<file path="src/plp_pkg.sv">
// shared types, constants and register codes of the preamble/length frame parser
package plp_pkg;

  localparam int unsigned PAYLOAD_DEPTH_DEF = 256;

  localparam int unsigned BYTE_W   = 8;
  localparam int unsigned WORD_W   = 32;
  localparam int unsigned LEN_W    = 24;
  localparam int unsigned LCNT_W   = 2;
  localparam int unsigned CFG_IDX_W = 2;

  typedef logic [BYTE_W-1:0]    byte_t;
  typedef logic [WORD_W-1:0]    word_t;
  typedef logic [LEN_W-1:0]     len_t;
  typedef logic [LCNT_W-1:0]    lcnt_t;
  typedef logic [CFG_IDX_W-1:0] cfg_idx_t;

  localparam word_t PREAMBLE_RESET = 32'd4277062093;
  localparam byte_t TYPE_A_RESET   = 8'd1;
  localparam byte_t TYPE_B_RESET   = 8'd2;
  localparam lcnt_t LEN_BYTES      = 2'd3;

  // configuration register indexes
  localparam cfg_idx_t CFG_IDX_PREAMBLE = 2'd0;
  localparam cfg_idx_t CFG_IDX_TYPE_A   = 2'd1;
  localparam cfg_idx_t CFG_IDX_TYPE_B   = 2'd2;

  typedef enum logic [3:0] {
    PH_SEEK    = 4'b0001,
    PH_TYPE    = 4'b0010,
    PH_LEN     = 4'b0100,
    PH_PAYLOAD = 4'b1000
  } phase_t;

  typedef struct packed {
    word_t preamble_word;
    byte_t accepted_type_a;
    byte_t accepted_type_b;
  } plp_cfg_t;

  typedef struct packed {
    logic  store_valid;
    byte_t store_index;
    byte_t store_byte;
    logic  header_found;
    logic  frame_done;
    byte_t frame_type;
  } plp_result_t;

endpackage

</file>
<file path="src/preamble_length_packet_parser.sv">
// top level of the preamble/type/length frame parser
// Takes one received byte per transaction and returns exactly one result per byte, in order.
// A byte is registered on input and parsed once it is held and the result register is free or
// draining (preamble window compare, type capture, length shift or payload countdown). Its result
// is registered on output, and while out_ready is held high the block sustains one byte per
// cycle; the throughput is set by the parse step that updates the parser state.
// While a finished result waits on out_ready the input register takes at most one more byte,
// then in_ready drops until the result is taken.
// Configuration writes take effect in the next cycle and are meant for an idle block.
module preamble_length_packet_parser
  import plp_pkg::*;
#(
  parameter int unsigned PAYLOAD_DEPTH = PAYLOAD_DEPTH_DEF
) (
  input  logic     clk,
  input  logic     rst_n,

  input  logic     in_valid,
  output logic     in_ready,
  input  byte_t    in_rx_byte,

  output logic     out_valid,
  input  logic     out_ready,
  output logic     out_store_valid,
  output byte_t    out_store_index,
  output byte_t    out_store_byte,
  output logic     out_header_found,
  output logic     out_frame_done,
  output byte_t    out_frame_type,

  input  logic     cfg_valid,
  output logic     cfg_ready,
  input  cfg_idx_t cfg_index,
  input  word_t    cfg_data
);

  plp_cfg_t    cfg;
  plp_result_t res;
  plp_result_t out_res_r;
  logic        in_vld_r, in_vld_nxt;
  byte_t       in_byte_r;
  logic        out_vld_r, out_vld_nxt;
  logic        in_fire;
  logic        step;

  plp_cfg_regs u_cfg (
    .clk       (clk),
    .rst_n     (rst_n),
    .cfg_valid (cfg_valid),
    .cfg_ready (cfg_ready),
    .cfg_index (cfg_index),
    .cfg_data  (cfg_data),
    .cfg_o     (cfg)
  );

  plp_core #(
    .PAYLOAD_DEPTH (PAYLOAD_DEPTH)
  ) u_core (
    .clk     (clk),
    .rst_n   (rst_n),
    .step    (step),
    .rx_byte (in_byte_r),
    .cfg     (cfg),
    .res     (res)
  );

  // parse when a byte is held and the result register is free or draining
  assign step     = in_vld_r && (!out_vld_r || out_ready);
  assign in_ready = !in_vld_r || step;
  assign in_fire  = in_valid && in_ready;

  assign in_vld_nxt  = in_fire || (in_vld_r && !step);
  assign out_vld_nxt = step || (out_vld_r && !out_ready);

  always_ff @(posedge clk) begin
    if (!rst_n) begin
      in_vld_r  <= 1'b0;
      out_vld_r <= 1'b0;
    end else begin
      in_vld_r  <= in_vld_nxt;
      out_vld_r <= out_vld_nxt;
    end
  end

  always_ff @(posedge clk) begin
    if (in_fire) begin
      in_byte_r <= in_rx_byte;
    end
    if (step) begin
      out_res_r <= res;
    end
  end

  assign out_valid        = out_vld_r;
  assign out_store_valid  = out_res_r.store_valid;
  assign out_store_index  = out_res_r.store_index;
  assign out_store_byte   = out_res_r.store_byte;
  assign out_header_found = out_res_r.header_found;
  assign out_frame_done   = out_res_r.frame_done;
  assign out_frame_type   = out_res_r.frame_type;

endmodule

</file>
<file path="src/plp_cfg_regs.sv">
// configuration register file: preamble pattern and the two stored frame types
module plp_cfg_regs
  import plp_pkg::*;
(
  input  logic     clk,
  input  logic     rst_n,
  input  logic     cfg_valid,
  output logic     cfg_ready,
  input  cfg_idx_t cfg_index,
  input  word_t    cfg_data,
  output plp_cfg_t cfg_o
);

  plp_cfg_t cfg_r;
  plp_cfg_t cfg_nxt;

  assign cfg_ready = 1'b1;
  assign cfg_o     = cfg_r;

  always_comb begin
    cfg_nxt = cfg_r;
    if (cfg_valid) begin
      unique case (cfg_index)
        CFG_IDX_PREAMBLE: cfg_nxt.preamble_word   = cfg_data;
        CFG_IDX_TYPE_A:   cfg_nxt.accepted_type_a = cfg_data[BYTE_W-1:0];
        CFG_IDX_TYPE_B:   cfg_nxt.accepted_type_b = cfg_data[BYTE_W-1:0];
        default:          cfg_nxt = cfg_r;
      endcase
    end
  end

  always_ff @(posedge clk) begin
    if (!rst_n) begin
      cfg_r.preamble_word   <= PREAMBLE_RESET;
      cfg_r.accepted_type_a <= TYPE_A_RESET;
      cfg_r.accepted_type_b <= TYPE_B_RESET;
    end else begin
      cfg_r <= cfg_nxt;
    end
  end

endmodule

</file>
<file path="src/plp_core.sv">
// parser state and the one-byte parse step
module plp_core
  import plp_pkg::*;
#(
  parameter int unsigned PAYLOAD_DEPTH = PAYLOAD_DEPTH_DEF
) (
  input  logic        clk,
  input  logic        rst_n,
  input  logic        step,
  input  byte_t       rx_byte,
  input  plp_cfg_t    cfg,
  output plp_result_t res
);

  localparam int unsigned POS_W = (PAYLOAD_DEPTH > 1) ? $clog2(PAYLOAD_DEPTH) : 1;
  localparam logic [POS_W-1:0] POS_LAST = POS_W'(PAYLOAD_DEPTH - 1);

  phase_t           phase_r, phase_nxt;
  word_t            window_r, window_nxt;
  byte_t            type_r, type_nxt;
  len_t             rem_r, rem_nxt;
  lcnt_t            lcnt_r, lcnt_nxt;
  logic [POS_W-1:0] pos_r, pos_nxt;
  logic             end_frame;

  always_comb begin
    phase_nxt  = phase_r;
    window_nxt = window_r;
    type_nxt   = type_r;
    rem_nxt    = rem_r;
    lcnt_nxt   = lcnt_r;
    pos_nxt    = pos_r;
    end_frame  = 1'b0;
    res        = '0;

    unique case (phase_r)
      PH_SEEK: begin
        window_nxt = {window_r[WORD_W-BYTE_W-1:0], rx_byte};
        if (window_nxt == cfg.preamble_word) begin
          phase_nxt        = PH_TYPE;
          res.header_found = 1'b1;
        end
      end
      PH_TYPE: begin
        type_nxt  = rx_byte;
        phase_nxt = PH_LEN;
        lcnt_nxt  = '0;
        rem_nxt   = '0;
      end
      PH_LEN: begin
        lcnt_nxt = lcnt_r + 1'b1;
        rem_nxt  = {rem_r[LEN_W-BYTE_W-1:0], rx_byte};
        if (lcnt_nxt == LEN_BYTES) begin
          phase_nxt = PH_PAYLOAD;
          end_frame = (rem_nxt == '0);
        end
      end
      PH_PAYLOAD: begin
        if (type_r == cfg.accepted_type_a || type_r == cfg.accepted_type_b) begin
          res.store_valid = 1'b1;
          res.store_index = BYTE_W'(pos_r);
          res.store_byte  = rx_byte;
          pos_nxt = (pos_r == POS_LAST) ? '0 : pos_r + 1'b1;
        end
        rem_nxt   = rem_r - 1'b1;
        end_frame = (rem_nxt == '0);
      end
      default: begin
        phase_nxt = PH_SEEK;
      end
    endcase

    // frame end keeps the type but drops everything else
    if (end_frame) begin
      phase_nxt  = PH_SEEK;
      window_nxt = '0;
      rem_nxt    = '0;
      lcnt_nxt   = '0;
      pos_nxt    = '0;
    end

    res.frame_done = end_frame;
    res.frame_type = type_nxt;
  end

  always_ff @(posedge clk) begin
    if (!rst_n) begin
      phase_r  <= PH_SEEK;
      window_r <= '0;
      type_r   <= '0;
      rem_r    <= '0;
      lcnt_r   <= '0;
      pos_r    <= '0;
    end else if (step) begin
      phase_r  <= phase_nxt;
      window_r <= window_nxt;
      type_r   <= type_nxt;
      rem_r    <= rem_nxt;
      lcnt_r   <= lcnt_nxt;
      pos_r    <= pos_nxt;
    end
  end

endmodule
</file>
<file path="config.mk">
export PLATFORM = sky130hd
export DESIGN_NAME = preamble_length_packet_parser
export DESIGN_NICKNAME = d
export VERILOG_FILES = /design/src/plp_pkg.sv /design/src/preamble_length_packet_parser.sv /design/src/plp_cfg_regs.sv /design/src/plp_core.sv
export SDC_FILE = /design/constraint.sdc
export NUM_CORES = 1
export LEC_CHECK = 0
export ABC_AREA = 1
export BUFFER_PORTS_ARGS = -buffer_cell sky130_fd_sc_hd__buf_2
export CAP_MARGIN = 40
export CORE_MARGIN = 2
export CORE_UTILIZATION = 50
export CTS_CLUSTER_SIZE = 12
export DETAILED_ROUTE_END_ITERATION = 12
export PLACE_DENSITY = 0.71
export SLEW_MARGIN = 20
export SYNTH_ARGS = -nofsm -noshare
export SYNTH_HDL_FRONTEND = slang
export SYNTH_SLANG_ARGS = --single-unit
</file>
<file path="constraint.sdc">
create_clock -name clk -period 5.2 [get_ports clk]
set_input_delay 0.26 -clock clk [delete_from_list [all_inputs] [get_ports clk]]
set_output_delay 0.26 -clock clk [all_outputs]
set_load 0.005 [all_outputs]
</file>
## Yosys cells after proc, flatten, opt, wreduce, memory -nomap -nowiden

Index checks and enable logic that the tools add are counted.

| operators by class | value |
|---|---|
| muxes and demuxes | 19 |
| add/sub/neg operators | 3 |
| reduce and logical (&&, ||, !) cells | 30 |
| equal/unequal tests | 14 |

Operators with widths:

| cell | number |
|---|---|
| $mux W24 | 3 |
| $pmux W24 S3 | 1 |
| $logic_not A24 Y1 | 2 |
| $mux W8 | 5 |
| $eq A32 B32 Y1 | 1 |
| $sub A24 B1 Y24 const B | 1 |
| $mux W17 | 1 |
| $eq A8 B8 Y1 | 2 |
| $pmux W4 S4 | 1 |
| $reduce_and A2 Y1 | 7 |
| $mux W4 | 3 |
| $add A8 B1 Y8 const B | 1 |
| $eq A8 B8 Y1 const B | 1 |
| $ne A3 B1 Y1 const B | 2 |
| $reduce_bool A2 Y1 | 3 |
| $logic_or A1 B1 Y1 | 5 |
| $eq A2 B2 Y1 const B | 2 |
| $eq A4 B1 Y1 const B | 1 |
| $eq A4 B2 Y1 const B | 1 |
| $eq A4 B3 Y1 const B | 1 |
| $eq A4 B4 Y1 const B | 1 |
| $logic_and A1 B1 Y1 | 4 |
| $logic_not A1 Y1 | 4 |
| $pmux W2 S2 | 1 |
| other kinds (11) | 12 |

| storage, ports and cells | value |
|---|---|
| logic and storage cells | 84 |
| flip-flop bits (word level) | 155 |
| bits of input ports | 47 |
| output and inout port bits | 30 |

## Longest topological paths before layout

| depth | value |
|---|---|
| depth in word-level cells | 6 |
| gate-level depth with buffers | 19 |
| depth with buffers taken out | 19 |

## By module

Synthesis repeated with hierarchy kept, for this count alone.

| second synthesis, totals | value |
|---|---|
| cells, all modules | 1,107 |
| area, all modules | 8,217.9 µm² |

Modules (own cells, without submodules):

| module | times used | seq. area each (µm²) | cells each | area an instance (µm²) |
|---|---|---|---|---|
| plp_core | 1 | 1,401.3 | 793 | 5,082.4 |
| plp_cfg_regs | 1 | 960.9 | 266 | 1,989.4 |
| preamble_length_packet_parser | 1 | 1,091.0 | 48 | 1,146.1 |

## Least setup slack after synthesis

OpenSTA, ideal clock, no wires.

| path | value |
|---|---|
| kind | reg2reg |
| start point | register u_core.rem_r[0] |
| end point | register u_core.window_r[11] |
| cell stages (with the launch flop) | 17 |
| library setup time | 143 ps |
| required time | 5,057 ps |
| path slack | 3,115 ps |
| clock period less this slack | 2,085 ps |
| data arrival time | 1,942 ps |
| path buffers | 1 |
| cells stage by stage | dfxtp_1 inv_2 ha_1 nand2_2 inv_2 nand2_2 o21ai_1 nand2_1 nor2_1 nand2_1 nor2_1 nand2_2 nand2_4 o21bai_4 buf_6 nand2_2 a21oi_2 |

RTL lines:

| item | line | RTL |
|---|---|---|
| start: declaration | plp_core.sv:21 | `len_t rem_r, rem_nxt;` |
| start signal: assignment | plp_core.sv:98 | `rem_r <= rem_nxt;` |
| end signal: assignment | plp_core.sv:96 | `window_r <= window_nxt;` |
| end: declaration | plp_core.sv:19 | `word_t window_r, window_nxt;` |

==> flow_summary.json <==
{
  "clock_tree.buffer_depth": 2,
  "fp.coreArea_um2": 15260,
  "final_cell_mix": "sky130_fd_sc_hd__nand2_1 (224), sky130_fd_sc_hd__nor2_1 (160), sky130_fd_sc_hd__dfxtp_1 (120), sky130_fd_sc_hd__inv_1 (116), sky130_fd_sc_hd__o21ai_0 (88)",
  "worst-endpoint-arrival_ns": 3.29,
  "final-hold-violation-count": 0,
  "hold_path_class": "input port to flip-flop",
  "run_status": "complete, no violations",
  "crit_type": "flip-flop to flip-flop",
  "final.period_utilization_pct": 57.46,
  "estimated_wirelength_of_the_detail_placed_design_mm": 13.66,
  "grt-ovfl-total": 0,
  "final_layout_size_suffix_gt1_share_pct": 17.64,
  "timing.fmax_mhz": 334.7,
  "port_buffers": 75,
  "antenna_diode_count": 0,
  "cts_inserted_buffers": 17,
  "totalWireLength_mm": 19.20,
  "power.ir.vdd_worst_mv": 0.2439,
  "placementRows": 45,
  "syn-cell-area_um2": 7849,
  "post-synth-top-area-cell": "sky130_fd_sc_hd__dfxtp_1",
  "top_fanout_value_on_the_critical_path": 24,
  "vias_in_the_first_global_route": 6512,
  "skew_ns": 0.008100,
  "syn2layout_area_growth_pct": 15.03,
  "clk_network_pwr_share_pct": 42.2,
  "timing.critical_path.cells": "nor2_1 > nand3_1 > nor4_1 > nand4_1 > nand2_4 > o21bai_4 > nand2_2 > a21oi_2",
  "num_vias": 7041,
  "cts_tree": "done",
  "synth_edf_count": 35,
  "power_frac_comb_pct": 10.6,
  "total_negative_slack_for_setup_checks_ns": 0,
  "timing.final.max_slew_violations": 0,
  "cts.root.buffer_cell": "sky130_fd_sc_hd__clkbuf_16",
  "async_flop_share_pct": 0,
  "cp.required_ns": 5.50,
  "die_y_um": 129.3,
  "switching_share_pct": 26.34,
  "net-switching-power_uw": 735.3,
  "initial_core_util_pct": 51.44,
  "crit_path_max_incr_delay_ns": 0.65,
  "ys_warn_count": 0,
  "place_congestion": 0.9207,
  "synth_cell_types": 43,
  "grt_antenna_before_repair": 0,
  "total_of_fill_cells_in_the_finished_design": 1438,
  "finalSetupViolations": 0,
  "drt.antenna.violating_nets": 0,
  "numClockSinks": 155,
  "power-per-cell-area_nw_per_um2": 309.2,
  "detailedRoute.firstIterationViolations": 562,
  "layout.cells.most_common": "sky130_fd_sc_hd__nand2_1",
  "worst_hold_slack_ns": 0.01421,
  "number_of_nets_in_the_synthesized_netlist": 1127,
  "maxSlewHeadroom_pct": 40.83,
  "crit_path_start_kind": "flip-flop",
  "first_pass_iters": 5,
  "cp_slowest_cell": "sky130_fd_sc_hd__nand3_1",
  "via_density": 5.128,
  "die_area_um2": 16720,
  "seq_power_share_pct": 47.2,
  "groute.usage.overall_pct": 24.17,
  "timing.critical_path.to_type": "flip-flop",
  "placed_area_um2": 8401,
  "layout.cell_area.non_filler_um2": 9029,
  "internal_power_mw": 2.057,
  "synth_seq_area_share_pct": 44.00,
  "final-seq-area_um2": 3453,
  "p_total_mw": 2.792,
  "synth_cells": 1076,
  "mean_cell_area_of_the_mapped_netlist_um2": 7.294,
  "grt_pass1_wl_mm": 31.75,
  "clkTransAtPathRegs_ns": 0.06,
  "synth_flop_cell": "sky130_fd_sc_hd__dfxtp_1",
  "leakage_nw": 4.066,
  "unrepaired_setup_endpoints_after_global_routing": "false",
  "max_cap_violations": 0,
  "finalNetCount": 1200,
  "synth.area.top_cells": "sky130_fd_sc_hd__dfxtp_1 (31%), sky130_fd_sc_hd__edfxtp_1 (13%), sky130_fd_sc_hd__nand2_1 (11%)",
  "cts_htree_levels": 4,
  "clock_insertion_delay_worst_skew_ns": 0.43,
  "die_w_um": 129.3,
  "routedWlPerCell_um": 13.98,
  "post-synth-top-area-fraction_pct": 30.61,
  "fin_crit_ns": 2.988,
  "drcViolationCount": 0,
  "grt_max_degree": 66,
  "design.portCount": 77,
  "cts_repair_resize_count": 0,
  "ys_ff_latch": 155,
  "multi_input_comb_area_um2": 3771,
  "tightestPinTransition_ns": 0.8851
}
==> metrics by stage <==
stage / std cells / setup slack, ns / util [%]
floorplan: 1076 / 3.115 / -
global placement: 1333 / 2.364 / 54.96
detailed placement: 1334 / 2.334 / 55.06
CTS: 1370 / 2.322 / 59.01
global route: 1373 / 1.970 / 59.17
finish: 1373 / 2.212 / 59.17
==> repair_timing <==
| action | 4_1_cts | 5_1_grt |
|---|---|---|
| setup buffers | 0 | 0 |
| setup endpoints to repair | 0 | 0 |
| endpoints found under the hold margin | 4 | 2 |
| hold buffers | 4 | 2 |
==> area by class of cell <==
type / count / share of cell area (%)
flip-flops and latches: 155 / 38.25
clock inverters: 11 / 0.8869
inverters: 127 / 5.280
clock buffers: 21 / 5.349
well taps: 211 / 2.924
repair buffers: 89 / 5.543
multi-input cells: 759 / 41.77
==> path summary, 6_finish.rpt <==
kind / from / endpoint / slack, ns / cells after the start
worst max-delay path: u_core.phase_r[0] / u_core.window_r[19] / 2.21 / 8
worst min-delay path: in_rx_byte[3] / in_byte_r[3] / 0.01 / 1
worst min register to register: in_vld_r / out_valid / 0.48 / 2
worst max register to register: u_core.phase_r[0] / u_core.window_r[19] / 2.21 / 8
==> power by group through the flow <==
stage               logic (mW)  clock network (mW)  registers (mW)
detailed placement       0.290                   0            1.34
floorplan                0.208                   0            1.33
finish                   0.296                1.18            1.32
global route             0.335                1.24            1.32
CTS                      0.294                1.20            1.32
global placement         0.285                   0            1.34
==> critical path, delay by kind of cell, from the launching register on <==
| kind | cells | cell delay, ns |
|---|---|---|
| compound gates | 2 | 0.32 |
| flops | 1 | 0.34 |
| simple gates | 6 | 2.18 |
==> cells by family (layout without fill, tap and decap cells) <==
logic type                 count (synthesis)  after routing  synth area share (%)
DFF                                      155            155                 44.00
other                                      1              1               0.04778
and+or+nand+nor                          550            550                 31.17
AOI/OAI and AO/OA                        170            170                 12.34
xor gates and xnor gates                  34             34                 3.794
adders and majority gates                  4              4                0.6377
buffers and inverters                    162            248                 8.018
==> sequential cells by signal, indices dropped and copies added (netlist names), 4 cells and up <==
| signal | cells |
|---|---|
| u_core.type_r | 8 |
| u_core.window_r | 24 |
| u_core.rem_r | 24 |
| out_store_index | 8 |
| u_cfg.cfg_o | 48 |
| u_core.pos_r | 8 |
| u_core.phase_r | 4 |
| out_store_byte | 8 |
| out_frame_type | 8 |
| in_byte_r | 8 |
==> routing by layer <==
| metal | track usage, % | wire length (um) | part of all wire [%] | up-vias |
|---|---|---|---|---|
| met4 | 9.015 | 439 | 2.3 | 0 |
| li1 | - | - | - | 3610 |
| met1 | 32.92 | 8889 | 46 | 3176 |
| met5 | 0 | 0 | 0 | - |
| met2 | 37.68 | 8727 | 45 | 222 |
| met3 | 5.533 | 1144 | 6.0 | 33 |
==> synthesized netlist by cell type, types with 6 or more instances <==
library cell               instances
sky130_fd_sc_hd__inv_1           116
sky130_fd_sc_hd__clkbuf_1         26
sky130_fd_sc_hd__a21oi_2          20
sky130_fd_sc_hd__nand2_1         224
sky130_fd_sc_hd__o21ai_0          88
sky130_fd_sc_hd__o22ai_1          10
sky130_fd_sc_hd__dfxtp_1         120
sky130_fd_sc_hd__nand4_1          18
sky130_fd_sc_hd__or2_2            14
sky130_fd_sc_hd__nor4_1            6
sky130_fd_sc_hd__xnor2_1          19
sky130_fd_sc_hd__nor2_2            7
sky130_fd_sc_hd__a21oi_1          44
sky130_fd_sc_hd__xor2_1           15
sky130_fd_sc_hd__nor3_1            6
sky130_fd_sc_hd__inv_2             8
sky130_fd_sc_hd__edfxtp_1         35
sky130_fd_sc_hd__nor2_1          160
sky130_fd_sc_hd__nand3_1          67
sky130_fd_sc_hd__nand2_2          32
(Power assumes the default switching activity.)
